<file path="src/rtl/core/dds_pkg.sv">
// dds_pkg: shared types, constants and the sine table of the tone generator
// used by dds_front, dds_fifo, dds_back and dds_sine_tone_generator
`default_nettype none

package dds_pkg;

  // table and phase geometry
  localparam int TABLE_DEPTH = 256;
  localparam int TABLE_BITS  = $clog2(TABLE_DEPTH);
  localparam int PHASE_FRAC  = 16;
  localparam int PHASE_W     = TABLE_BITS + PHASE_FRAC;

  // field and register widths
  localparam int STEP_W   = 24;
  localparam int PERIOD_W = 17;
  localparam int VOL_W    = 12;
  localparam int SAMPLE_W = 15;
  localparam int LEVEL_W  = 15;
  localparam int SCALE_SH = 16;
  localparam int X_W      = SAMPLE_W + PERIOD_W - SCALE_SH;
  localparam int PROD_W   = X_W + VOL_W;

  // configuration port
  localparam int CFG_IDX_W  = 1;
  localparam int CFG_DATA_W = STEP_W;
  localparam logic [STEP_W-1:0]   STEP_RESET   = STEP_W'(369098);
  localparam logic [PERIOD_W-1:0] PERIOD_RESET = PERIOD_W'(50);

  typedef enum logic [CFG_IDX_W-1:0] {
    CFG_TONE_STEP  = 1'b0,
    CFG_PWM_PERIOD = 1'b1
  } cfg_reg_t;

  // scaling constants
  localparam int SINE_AMP  = 16383;
  localparam int SINE_MID  = 16384;
  localparam int VOL_FULL  = (1 << VOL_W) - 1;
  localparam logic [LEVEL_W-1:0] LEVEL_MAX = {LEVEL_W{1'b1}};

  // beat widths
  localparam int IN_DATA_W  = 16;
  localparam int OUT_DATA_W = 16;

  // one queued tick: table index, volume and tone state
  typedef struct packed {
    logic [TABLE_BITS-1:0] idx;
    logic [VOL_W-1:0]      volume;
    logic                  playing;
  } dds_item_t;

  localparam int FIFO_DEPTH = 4;
  localparam int FIFO_AW    = $clog2(FIFO_DEPTH);

  // sine table, built at elaboration
  typedef logic [SAMPLE_W-1:0] sine_rom_t [TABLE_DEPTH];

  localparam real PI = 3.14159265358979323846;

  function automatic sine_rom_t build_sine_rom();
    sine_rom_t rom;
    real       val;
    int        i;
    for (i = 0; i < TABLE_DEPTH; i++) begin
      if (i == 0 || 2 * i == TABLE_DEPTH) begin
        rom[i] = SAMPLE_W'(SINE_MID);
      end else if (4 * i == TABLE_DEPTH) begin
        rom[i] = SAMPLE_W'(SINE_MID + SINE_AMP);
      end else if (4 * i == 3 * TABLE_DEPTH) begin
        rom[i] = SAMPLE_W'(SINE_MID - SINE_AMP);
      end else begin
        val = real'(SINE_MID) + real'(SINE_AMP) * $sin(2.0 * PI * real'(i) / TABLE_DEPTH);
        rom[i] = SAMPLE_W'($rtoi(val));
      end
    end
    return rom;
  endfunction

  localparam sine_rom_t SINE_ROM = build_sine_rom();

endpackage

`default_nettype wire

</file>
<file path="src/rtl/core/dds_front.sv">
// dds_front: accepts tick beats, tracks the alarm edge and advances the phase
// depends on dds_pkg; feeds dds_fifo
`default_nettype none

module dds_front (
  input  wire                           clk,
  input  wire                           rst_n,
  input  wire                           tick_valid,
  output logic                          tick_ready,
  input  wire                           alarm_on,
  input  wire  [dds_pkg::VOL_W-1:0]     volume,
  input  wire  [dds_pkg::STEP_W-1:0]    tone_step,
  output logic                          push,
  input  wire                           q_full,
  output dds_pkg::dds_item_t            push_item
);
  import dds_pkg::*;

  logic [PHASE_W-1:0] phase_r, phase_nxt;
  logic               active_r, active_nxt;

  // take a beat whenever the queue has room
  assign tick_ready = !q_full;
  assign push       = tick_valid && !q_full;

  // phase stays at zero while silent, so a rising edge starts from zero
  always_comb begin
    active_nxt = active_r;
    phase_nxt  = phase_r;
    if (push) begin
      active_nxt = alarm_on;
      phase_nxt  = alarm_on ? PHASE_W'(phase_r + PHASE_W'(tone_step)) : '0;
    end
  end

  assign push_item.idx     = phase_nxt[PHASE_W-1 -: TABLE_BITS];
  assign push_item.volume  = volume;
  assign push_item.playing = alarm_on;

  always_ff @(posedge clk) begin
    if (!rst_n) begin
      phase_r  <= '0;
      active_r <= 1'b0;
    end else begin
      phase_r  <= phase_nxt;
      active_r <= active_nxt;
    end
  end

endmodule

`default_nettype wire

</file>
<file path="src/rtl/core/dds_fifo.sv">
// dds_fifo: short queue of ticks between the front and the back
// depends on dds_pkg
`default_nettype none

module dds_fifo (
  input  wire                 clk,
  input  wire                 rst_n,
  input  wire                 push,
  input  dds_pkg::dds_item_t  push_item,
  output logic                full,
  input  wire                 pop,
  output logic                not_empty,
  output dds_pkg::dds_item_t  pop_item
);
  import dds_pkg::*;

  dds_item_t          mem_r [FIFO_DEPTH];
  logic [FIFO_AW-1:0] wr_ptr_r, rd_ptr_r;
  logic [FIFO_AW:0]   count_r, count_nxt;

  assign full      = (count_r == (FIFO_AW+1)'(FIFO_DEPTH));
  assign not_empty = (count_r != '0);
  assign pop_item  = mem_r[rd_ptr_r];

  // occupancy
  always_comb begin
    count_nxt = count_r;
    if (push && !pop) begin
      count_nxt = count_r + 1'b1;
    end else if (pop && !push) begin
      count_nxt = count_r - 1'b1;
    end
  end

  always_ff @(posedge clk) begin
    if (!rst_n) begin
      wr_ptr_r <= '0;
      rd_ptr_r <= '0;
      count_r  <= '0;
    end else begin
      count_r <= count_nxt;
      if (push) begin
        wr_ptr_r <= wr_ptr_r + 1'b1;
      end
      if (pop) begin
        rd_ptr_r <= rd_ptr_r + 1'b1;
      end
    end
  end

  // storage needs no reset
  always_ff @(posedge clk) begin
    if (push) begin
      mem_r[wr_ptr_r] <= push_item;
    end
  end

`ifndef SYNTHESIS
  a_count_bound: assert property (@(posedge clk) disable iff (!rst_n)
    count_r <= (FIFO_AW+1)'(FIFO_DEPTH))
    else $error("queue count beyond depth");
  a_pop_nonempty: assert property (@(posedge clk) disable iff (!rst_n)
    pop |-> count_r != '0)
    else $error("pop from empty queue");
  a_push_count: assert property (@(posedge clk) disable iff (!rst_n)
    push && !pop |=> count_r == $past(count_r) + 1'b1)
    else $error("push did not grow the queue");
`endif

endmodule

`default_nettype wire

</file>
<file path="src/rtl/core/dds_back.sv">
// dds_back: table lookup, two scaling multiplies, divide by full volume, output register
// depends on dds_pkg; drains dds_fifo
`default_nettype none

module dds_back (
  input  wire                             clk,
  input  wire                             rst_n,
  input  wire                             q_not_empty,
  input  dds_pkg::dds_item_t              q_item,
  output logic                            pop,
  input  wire  [dds_pkg::PERIOD_W-1:0]    pwm_period,
  output logic                            res_valid,
  input  wire                             res_ready,
  output logic [dds_pkg::LEVEL_W-1:0]     pwm_level,
  output logic                            playing
);
  import dds_pkg::*;

  logic en;

  // stage 1: sine sample
  logic                v1_r;
  logic [SAMPLE_W-1:0] s1_sample_r;
  logic [VOL_W-1:0]    s1_vol_r;
  logic                s1_play_r;

  // stage 2: sample scaled by period
  logic                v2_r;
  logic [X_W-1:0]      s2_x_r;
  logic [VOL_W-1:0]    s2_vol_r;
  logic                s2_play_r;

  // stage 3: scaled sample times volume
  logic                v3_r;
  logic [PROD_W-1:0]   s3_prod_r;
  logic                s3_play_r;

  // output register
  logic                out_valid_r;
  logic [LEVEL_W-1:0]  level_r, level_nxt;
  logic                play_r;

  logic [SAMPLE_W+PERIOD_W-1:0] mul_a;
  logic [PROD_W-1:0]            mul_b;

  // division by full volume: p = a*2^w + b, p/(2^w-1) = a + (a+b)/(2^w-1)
  logic [X_W-1:0]        div_a;
  logic [VOL_W-1:0]      div_b;
  logic [X_W:0]          div_c;
  logic [X_W-VOL_W:0]    div_a2;
  logic [VOL_W-1:0]      div_b2;
  logic [VOL_W:0]        div_d;
  logic                  div_corr;
  logic [X_W+1:0]        div_q;

  // whole pipeline moves when the output slot frees up
  assign en  = !out_valid_r || res_ready;
  assign pop = en && q_not_empty;

  assign mul_a = (SAMPLE_W+PERIOD_W)'(s1_sample_r) * (SAMPLE_W+PERIOD_W)'(pwm_period);
  assign mul_b = PROD_W'(s2_x_r) * PROD_W'(s2_vol_r);

  always_comb begin
    div_a    = s3_prod_r[PROD_W-1:VOL_W];
    div_b    = s3_prod_r[VOL_W-1:0];
    div_c    = (X_W+1)'(div_a) + (X_W+1)'(div_b);
    div_a2   = div_c[X_W:VOL_W];
    div_b2   = div_c[VOL_W-1:0];
    div_d    = (VOL_W+1)'(div_a2) + (VOL_W+1)'(div_b2);
    div_corr = (div_d >= (VOL_W+1)'(VOL_FULL));
    div_q    = (X_W+2)'(div_a) + (X_W+2)'(div_a2) + (X_W+2)'(div_corr);
    if (!s3_play_r) begin
      level_nxt = '0;
    end else if (div_q > (X_W+2)'(LEVEL_MAX)) begin
      level_nxt = LEVEL_MAX;
    end else begin
      level_nxt = div_q[LEVEL_W-1:0];
    end
  end

  // stage valids
  always_ff @(posedge clk) begin
    if (!rst_n) begin
      v1_r        <= 1'b0;
      v2_r        <= 1'b0;
      v3_r        <= 1'b0;
      out_valid_r <= 1'b0;
    end else if (en) begin
      v1_r        <= pop;
      v2_r        <= v1_r;
      v3_r        <= v2_r;
      out_valid_r <= v3_r;
    end
  end

  // stage payloads
  always_ff @(posedge clk) begin
    if (en) begin
      s1_sample_r <= SINE_ROM[q_item.idx];
      s1_vol_r    <= q_item.volume;
      s1_play_r   <= q_item.playing;
      s2_x_r      <= mul_a[SAMPLE_W+PERIOD_W-1:SCALE_SH];
      s2_vol_r    <= s1_vol_r;
      s2_play_r   <= s1_play_r;
      s3_prod_r   <= mul_b;
      s3_play_r   <= s2_play_r;
      level_r     <= level_nxt;
      play_r      <= s3_play_r;
    end
  end

  assign res_valid = out_valid_r;
  assign pwm_level = level_r;
  assign playing   = play_r;

`ifndef SYNTHESIS
  a_silent_zero: assert property (@(posedge clk) disable iff (!rst_n)
    out_valid_r && !play_r |-> level_r == '0)
    else $error("silent beat with nonzero level");
  a_pop_fills: assert property (@(posedge clk) disable iff (!rst_n)
    pop |=> v1_r)
    else $error("popped tick lost in stage one");
  a_stall_holds: assert property (@(posedge clk) disable iff (!rst_n)
    !en |=> $stable(v3_r) && $stable(s3_prod_r) && $stable(v2_r))
    else $error("pipeline moved during stall");
`endif

endmodule

`default_nettype wire

</file>
<file path="src/rtl/core/dds_sine_tone_generator.sv">
// dds_sine_tone_generator: top level of the sine tone generator
// depends on dds_pkg, dds_front, dds_fifo, dds_back
//
// channel  direction  tdata fields (lsb first)          notes
// in_      slave      alarm_on[0], volume[12:1], pad   one tick per beat
// out_     master     pwm_level[14:0], playing[15]     one result per tick
// cfg_     write      index 0 tone_step, 1 pwm_period  no read-back
//
// one tick per cycle sustained while the output takes results; a taken tick passes through
// the queue, table read, period multiply, volume multiply, divide and output register;
// the four-entry queue lets ticks be taken while the output stalls; reset leaves
// the tone silent, phase at zero and registers at their defaults; no clearing pass
`default_nettype none

module dds_sine_tone_generator (
  input  wire                              clk,
  input  wire                              rst_n,
  input  wire                              in_tvalid,
  output logic                             in_tready,
  input  wire  [dds_pkg::IN_DATA_W-1:0]    in_tdata,   // alarm_on, volume
  output logic                             out_tvalid,
  input  wire                              out_tready,
  output logic [dds_pkg::OUT_DATA_W-1:0]   out_tdata,  // pwm_level, playing
  input  wire                              cfg_we,
  input  wire  [dds_pkg::CFG_IDX_W-1:0]    cfg_index,
  input  wire  [dds_pkg::CFG_DATA_W-1:0]   cfg_wdata
);
  import dds_pkg::*;

  logic [STEP_W-1:0]   tone_step_r;
  logic [PERIOD_W-1:0] pwm_period_r;

  logic      push, q_full, pop, q_not_empty;
  dds_item_t push_item, pop_item;

  logic [LEVEL_W-1:0] pwm_level;
  logic               playing;

  // configuration registers
  always_ff @(posedge clk) begin
    if (!rst_n) begin
      tone_step_r  <= STEP_RESET;
      pwm_period_r <= PERIOD_RESET;
    end else if (cfg_we) begin
      case (cfg_reg_t'(cfg_index))
        CFG_TONE_STEP:  tone_step_r  <= cfg_wdata[STEP_W-1:0];
        CFG_PWM_PERIOD: pwm_period_r <= cfg_wdata[PERIOD_W-1:0];
        default: ;
      endcase
    end
  end

  dds_front u_front (
    .clk        (clk),
    .rst_n      (rst_n),
    .tick_valid (in_tvalid),
    .tick_ready (in_tready),
    .alarm_on   (in_tdata[0]),
    .volume     (in_tdata[VOL_W:1]),
    .tone_step  (tone_step_r),
    .push       (push),
    .q_full     (q_full),
    .push_item  (push_item)
  );

  dds_fifo u_fifo (
    .clk       (clk),
    .rst_n     (rst_n),
    .push      (push),
    .push_item (push_item),
    .full      (q_full),
    .pop       (pop),
    .not_empty (q_not_empty),
    .pop_item  (pop_item)
  );

  dds_back u_back (
    .clk         (clk),
    .rst_n       (rst_n),
    .q_not_empty (q_not_empty),
    .q_item      (pop_item),
    .pop         (pop),
    .pwm_period  (pwm_period_r),
    .res_valid   (out_tvalid),
    .res_ready   (out_tready),
    .pwm_level   (pwm_level),
    .playing     (playing)
  );

  // result beat packing
  assign out_tdata = {playing, pwm_level};

endmodule

`default_nettype wire
</file>
<file path="config.mk">
export PLATFORM = sky130hd
export DESIGN_NAME = dds_sine_tone_generator
export DESIGN_NICKNAME = d
export VERILOG_FILES = /design/src/rtl/core/dds_pkg.sv /design/src/rtl/core/dds_front.sv /design/src/rtl/core/dds_fifo.sv /design/src/rtl/core/dds_back.sv /design/src/rtl/core/dds_sine_tone_generator.sv
export SDC_FILE = /design/constraint.sdc
export NUM_CORES = 2
export LEC_CHECK = 0
export BUFFER_PORTS_ARGS = -buffer_cell sky130_fd_sc_hd__buf_2
export CORE_MARGIN = 4
export CORE_UTILIZATION = 40
export CTS_BUF_LIST = sky130_fd_sc_hd__clkbuf_16
export CTS_CLUSTER_DIAMETER = 80
export DETAILED_ROUTE_END_ITERATION = 8
export HOLD_SLACK_MARGIN = 0.1
export PLACE_DENSITY_LB_ADDON = 0.05
export RECOVER_POWER = 50
export SYNTH_ARGS = -nofsm -noshare
export SYNTH_HDL_FRONTEND = slang
export SYNTH_SLANG_ARGS = --single-unit
</file>
<file path="constraint.sdc">
create_clock -name clk -period 9.3 [get_ports clk]
set_clock_uncertainty 0.2 [all_clocks]
set_input_delay 0.465 -clock clk [delete_from_list [all_inputs] [get_ports clk]]
set_output_delay 0.465 -clock clk [all_outputs]
set_load 0.05 [all_outputs]
</file>
== Yosys cells after proc, flatten, opt, wreduce, memory -nomap -nowiden ==
Memories as Yosys holds them, arrays and structs flattened. A register that Yosys moved wholly into a read port is not among the register bits.
Index checks and enable logic that the tools add are counted.

* $add $sub $neg: 9
* $mul: 2
* Order comparisons: 2
* Equality and inequality tests: 1
* Muxes and demuxes: 9
* Bitwise operators: 2
* Reduce and logical (&&, ||, !) cells: 13

{| class="wikitable"
|+ Operators with widths
! kind !! number
|-
| two-way mux 24 bit || 2
|-
| multiplier 15 x 17 -> 32 bit || 1
|-
| multiplier 16 x 12 -> 28 bit || 1
|-
| adder 24 bit || 1
|-
| adder 18 x 1 -> 18 bit || 1
|-
| > comparator 18 x 15 -> 1 bit (second input constant) || 1
|-
| adder 16 x 12 -> 17 bit || 1
|-
| adder 16 x 5 -> 17 bit || 1
|-
| two-way mux 15 bit || 1
|-
| adder 5 x 12 -> 13 bit || 1
|-
| >= comparator 13 x 12 -> 1 bit (second input constant) || 1
|-
| NOT 8 -> 9 bit || 1
|-
| two-way mux 3 bit || 2
|-
| adder 2 x 1 -> 2 bit (second input constant) || 2
|-
| logical AND 1 bit || 4
|-
| zero test 1 bit || 4
|-
| two-way mux 2 bit || 2
|-
| AND reduction 2 bit || 2
|-
| adder 3 x 1 -> 3 bit (second input constant) || 1
|-
| equality test 3 bit (second input constant) || 1
|-
| nonzero test 3 bit || 1
|-
| subtractor 3 x 1 -> 3 bit (second input constant) || 1
|-
| two-way mux 1 bit || 2
|-
| nonzero test 2 bit || 1
|-
| 2 further kinds || 2
|}

* Register bits after elaboration: 163
* Bits in writable memories: 84
* Memory bits (read-only): 3,840
* Memories: 2

{| class="wikitable"
|+ Memories
! name !! words !! bits a word !! rd ports !! clocked after Yosys merged registers in !! wr ports !! RTL line !! text
|-
| (no name shown) || 256 || 15 || 1 || 1 || 0 || dds_back.sv:99 || <nowiki>s1_sample_r <= SINE_ROM[q_item.idx];</nowiki>
|-
| u_fifo.mem_r || 4 || 21 || 1 || 1 || 1 || dds_fifo.sv:17 || <nowiki>dds_item_t mem_r [FIFO_DEPTH];</nowiki>
|}

== Logic depth before layout (Yosys ltp) ==
* Word-level depth: 7
* Depth in mapped cells: 34

== Modules after synthesis ==
From an unflattened synthesis, not the netlist that was laid out.

* Cell total of the unflattened synthesis: 3,177
* Area total of the unflattened synthesis: 29,589.6 um^2

{| class="wikitable"
|+ By module, submodules not included
! module !! instances !! cells an instance !! area an instance (um^2)
|-
| dds_back || 1 || 2,566 || 22,166.3
|-
| dds_fifo || 1 || 152 || 3,478.3
|-
| dds_front || 1 || 283 || 2,264.7
|-
| dds_sine_tone_generator || 1 || 176 || 1,680.4
|}

== Worst setup path before layout ==
No wires, ideal clock.

* Kind: reg2reg
* Start point: register u_back.s3_prod_r[12]
* End point: register u_back.level_r[14], in the netlist u_back.pwm_level[14], data pin
* Setup time: 0.254 ns
* Arrival time: 6.144 ns
* Required time: 8.846 ns
* Path slack: 2.702 ns
* Cell stages (with the launch flop): 32
* Period minus slack after synthesis: 6.598 ns
* Cell sequence: edfxtp_1 > ha_1 > inv_1 > fa_1 > nor2b_1 > o21ai_0 > a21boi_0 > o21ai_0 > a21oi_1 > o21ai_0 > a21boi_0 > or4_1 > nand3_1 > ha_1 > inv_1 > fa_1 > nor2b_1 > o311a_1 > nor3_1 > nor4b_1 > o21ai_0 > a211o_1 > nor4_1 > ha_1 > ha_1 > nand2_1 > nor4_2 > o2111ai_1 > nor4b_1 > o2111ai_1 > xnor2_1 > o21a_1

* Word-level cells in the longest chain between the ends: 6

{| class="wikitable"
|+ RTL lines
! item !! RTL line !! text
|-
| start: declaration || dds_back.sv:35 || <nowiki>logic [PROD_W-1:0] s3_prod_r;</nowiki>
|-
| start signal: assignment || dds_back.sv:105 || <nowiki>s3_prod_r <= mul_b;</nowiki>
|-
| adder 16 x 12 -> 17 bit || dds_back.sv:66 || <nowiki>div_c = (X_W+1)'(div_a) + (X_W+1)'(div_b);</nowiki>
|-
| adder 5 x 12 -> 13 bit || dds_back.sv:69 || <nowiki>div_d = (VOL_W+1)'(div_a2) + (VOL_W+1)'(div_b2);</nowiki>
|-
| >= comparator 13 x 12 -> 1 bit || dds_back.sv:70 || <nowiki>div_corr = (div_d >= (VOL_W+1)'(VOL_FULL));</nowiki>
|-
| adder 18 x 1 -> 18 bit (*) || dds_back.sv:71 || <nowiki>div_q = (X_W+2)'(div_a) + (X_W+2)'(div_a2) + (X_W+2)'(div_corr);</nowiki>
|-
| > comparator 18 x 15 -> 1 bit || dds_back.sv:74 || <nowiki>end else if (div_q > (X_W+2)'(LEVEL_MAX)) begin</nowiki>
|-
| two-way mux 15 bit (*) || dds_back.sv:74 ||
|-
| end signal: assignment || dds_back.sv:107 || <nowiki>level_r <= level_nxt;</nowiki>
|-
| end: declaration || dds_back.sv:40 || <nowiki>logic [LEVEL_W-1:0] level_r, level_nxt;</nowiki>
|}

Every way passes the cells marked *; elsewhere a longest branch is shown, timed or not.
A chain may end at the register's enable or synchronous reset.

== Worst setup path in the final report ==
* Start point: register u_back.s3_prod_r[12]
* End point: register u_back.level_r[12], in the netlist u_back.pwm_level[12], data pin

Same word-level chain as after synthesis.

==> flow_metrics.py <==
metrics = {
    "place": {
        "gp_congestion": 0.908,
        "dp_hpwl_um": 69000,
        "port_buffers": 60,
    },
    "hold_path": {
        "holdCritStartpoint": "u_back.s1_vol_r[3]$_DFFE_PP_",
        "min_path_type": "flop to flop",
        "holdPathEnd": "u_back.s2_vol_r[3]$_DFFE_PP_",
        "hold_depth": 0,
    },
    "setup_path": {
        "critical_path_arrival_ns": 8.42,
        "crit_path_max_incr_delay_ns": 0.77,
        "critPathTopFamily": "compound AO/OA/AOI/OAI gates",
        "r2r_slack_ns": 1.11,
        "crit_fanout": 15,
        "crit_start": "u_back.s3_prod_r[12]$_DFFE_PP_",
        "r2r-start": "u_back.s3_prod_r[12]$_DFFE_PP_",
        "crit_path_end_kind": "flop",
        "path_buf_inv": 1,
        "worst_ep_required_time_ns": 9.53,
        "r2r-end": "u_back.pwm_level[12]$_SDFFCE_PN0P_",
        "cpMaxStageDelayCell": "nor4b_1",
        "crit_path_start_kind": "flop",
        "criticalPathCategory": "flop to flop",
        "worst_path_most_repeated_cell": "o21ai_0",
        "r2r_cells": 30,
    },
    "route": {
        "dr.pass1.iters": 6,
        "routedWlPerCell_um": 22.2,
        "drc": 0,
        "vias": 23961,
        "viasPerCell": 5.68,
        "ant_nets": 0,
        "drt_iter0_drc": 1801,
        "totalWireLength_um": 93500,
    },
    "floorplan": {
        "die_height_um": 280,
        "dieArea_um2": 78400,
        "core-area_um2": 73100,
        "initial_utilization_pct": 40.5,
        "die_w_um": 280,
        "pin_count": 64,
        "std_cell_rows": 99,
    },
    "final_layout": {
        "fin_util_pct": 44.1,
        "n_fill_cell": 7252,
        "nets": 3841,
        "register_area_um2": 7150,
        "area_delta_synth_final_pct": 8.89,
        "multi_input_area_um2": 20300,
        "drive_above_1_share_pct": 5.56,
    },
    "clocking": {
        "root_buffer": "clkbuf_16",
        "cts_buffers": 36,
        "clock_latency_ns": 0.57,
        "ctsLongestPathBuffers": 3,
        "clock-sinks": 264,
        "h-tree-depth": 2,
        "postCtsSetupBuffers": 0,
        "cts_tree": "done",
        "clk_pin_slew_ns": 0.06,
    },
    "synthesis": {
        "synth_xor_area_share_pct": 2.37,
        "synthTopCellsByCount": "nand2_1 (538), inv_1 (353), fa_1 (337), ha_1 (228), a21oi_1 (187)",
        "yosys-top-cells-area": "fa_1 (23%), edfxtp_1 (19%), ha_1 (9.6%), nand2_1 (6.8%), dfxtp_1 (5.3%)",
        "synth.net_count": 3859,
        "synthMuxAreaShare_pct": 2.36,
        "synth_edf_count": 186,
        "avgSynthCellArea_um2": 9.11,
        "yosysSeqAreaShare_pct": 24.2,
        "synth_area_um2": 29600,
        "synth_seq_cells": 264,
        "yosys.area.top_type": "fa_1",
        "syn_inst": 3248,
        "ys.flop_type": "edfxtp_1",
        "synth_compound_area_share_pct": 14.4,
        "ys_warn_count": 0,
        "async_flop_share_pct": 0,
        "synth_top_family_by_area": "adder cells",
        "synth_fa_ha_area_share_pct": 32.4,
        "yosys.area.top_type_share_pct": 22.8,
        "synthSimpleGateAreaFrac_pct": 17.1,
        "yosysUniqueCellTypes": 84,
        "yosysMostFrequentCell": "nand2_1",
    },
    "grt": {
        "grt_use_total_pct": 24.1,
        "grt_pass1_wl_um": 148000,
        "grt_max_degree": 73,
        "grt_pass1_vias": 25647,
        "antenna_found_initial": 4,
        "grt_overflow": 0,
    },
    "sta": {
        "finalHoldViolations": 0,
        "fmax_mhz": 122,
        "period_share_pct": 88.1,
        "max-slew-margin-rel_pct": -33.0,
        "setup_viol": 0,
        "tightest_slew_ns": 2.00,
        "finalSetupTns_ns": 0,
        "rsz0062_at_grt": "no",
        "fin_crit_ns": 8.19,
        "drv_slew": 114,
    },
    "run_status": {
        "violations": "capacitance limit, slew limit",
        "status": "finished with violations",
    },
    "job": {
        "drv_cap": 3,
    },
}
[cell type report]
cell class	instances	share of cell area, %
clock inverters	30	0.978
flip-flops and latches	264	22.2
multi-input cells	2427	63.1
repair buffers	147	3.13
inverters	354	4.13
well taps	959	3.72
clock buffers	36	2.80
diodes	2	0.0155
[placed cells by master (no fill, tap or decap), types with 17 or more instances in the layout]
cell           instances
nand2b_1              17
nand2_1              538
nor2b_1               20
nor2_1               148
clkbuf_1              36
inv_1                353
edfxtp_1             186
o311ai_0              19
a21oi_1              187
and2_1               175
buf_4                 39
dlygate4sd3_1         44
mux4_2                18
dfxtp_1               78
o21ai_0              115
buf_2                 28
fa_1                 337
o211ai_1              40
a21o_1                27
mux2i_1               17
xnor2_1               62
nor3_1                34
o21a_1                38
a31oi_1               24
a211oi_1              22
clkbuf_16             36
xor2_1                18
ha_1                 228
nand3_1               70
[state kept, by name, indices dropped and copies added, names as in the netlist, 2 cells and up, named ones only]
| name | count |
|---|---|
| tone_step_r | 24 |
| u_back.pwm_level | 15 |
| u_fifo.mem_r | 84 |
| u_fifo.rd_ptr_r | 2 |
| u_back.s3_prod_r | 28 |
| u_fifo.count_r | 3 |
| u_fifo.wr_ptr_r | 2 |
| u_front.phase_r | 24 |
| pwm_period_r | 17 |
| u_back.s2_x_r | 16 |
| u_back.s2_vol_r | 12 |
| u_back.s1_vol_r | 12 |
| u_back.s1_sample_r | 15 |
[metrics by stage]
stage / hold slack [ns] / cells / cell area [um2] / worst slack (ns)
4_1_cts: 0.125 / 4217 / 32300 / 1.14
3_5_place_dp: 0.205 / 4107 / 30600 / 1.16
3_3_place_gp: 0.201 / 4107 / 30600 / 1.31
5_1_grt: 0.219 / 4217 / 32200 / 0.458
2_1_floorplan: 0.200 / 3248 / 29600 / 2.70
6_report: 0.216 / 4219 / 32200 / 1.11
[cells by family after synthesis]
kind of cell / count (synthesis)
adders and majority gates: 565
muxes: 45
xor gates and xnor gates: 80
AOI/OAI and AO/OA: 645
and+or+nand+nor: 1092
DFF: 264
buffers and inverters: 557
[per-layer routing]
layer	global-route usage (%)	wire (um)	part of all wire, %	up-vias
li1	-	-	-	10939
met3	3.79	5260	5.6	212
met2	42.3	45800	49	774
met4	9.63	3890	4.2	0
met5	0	0	0	-
met1	29.8	38600	41	12036
[repair_timing]
action                                 in CTS  in global routing
endpoints found under the hold margin      93                  0
gates resized for setup                     0                  0
hold buffers                               44                  0
[worst max-delay path by stage]
stage                                              end  slack (ns)  depth (start not counted)
floorplan           u_back.pwm_level[14]$_SDFFCE_PN0P_        2.70                         31
global placement     u_back.pwm_level[3]$_SDFFCE_PN0P_        1.31                         31
detailed placement  u_back.pwm_level[12]$_SDFFCE_PN0P_        1.16                         31
CTS                 u_back.pwm_level[12]$_SDFFCE_PN0P_        1.14                         30
global route         u_back.pwm_level[6]$_SDFFCE_PN0P_        0.46                         30
finish              u_back.pwm_level[12]$_SDFFCE_PN0P_        1.11                         30
Power is not shown: default switching activity piles up to over one toggle a cycle in this logic, so the estimate is an artifact.
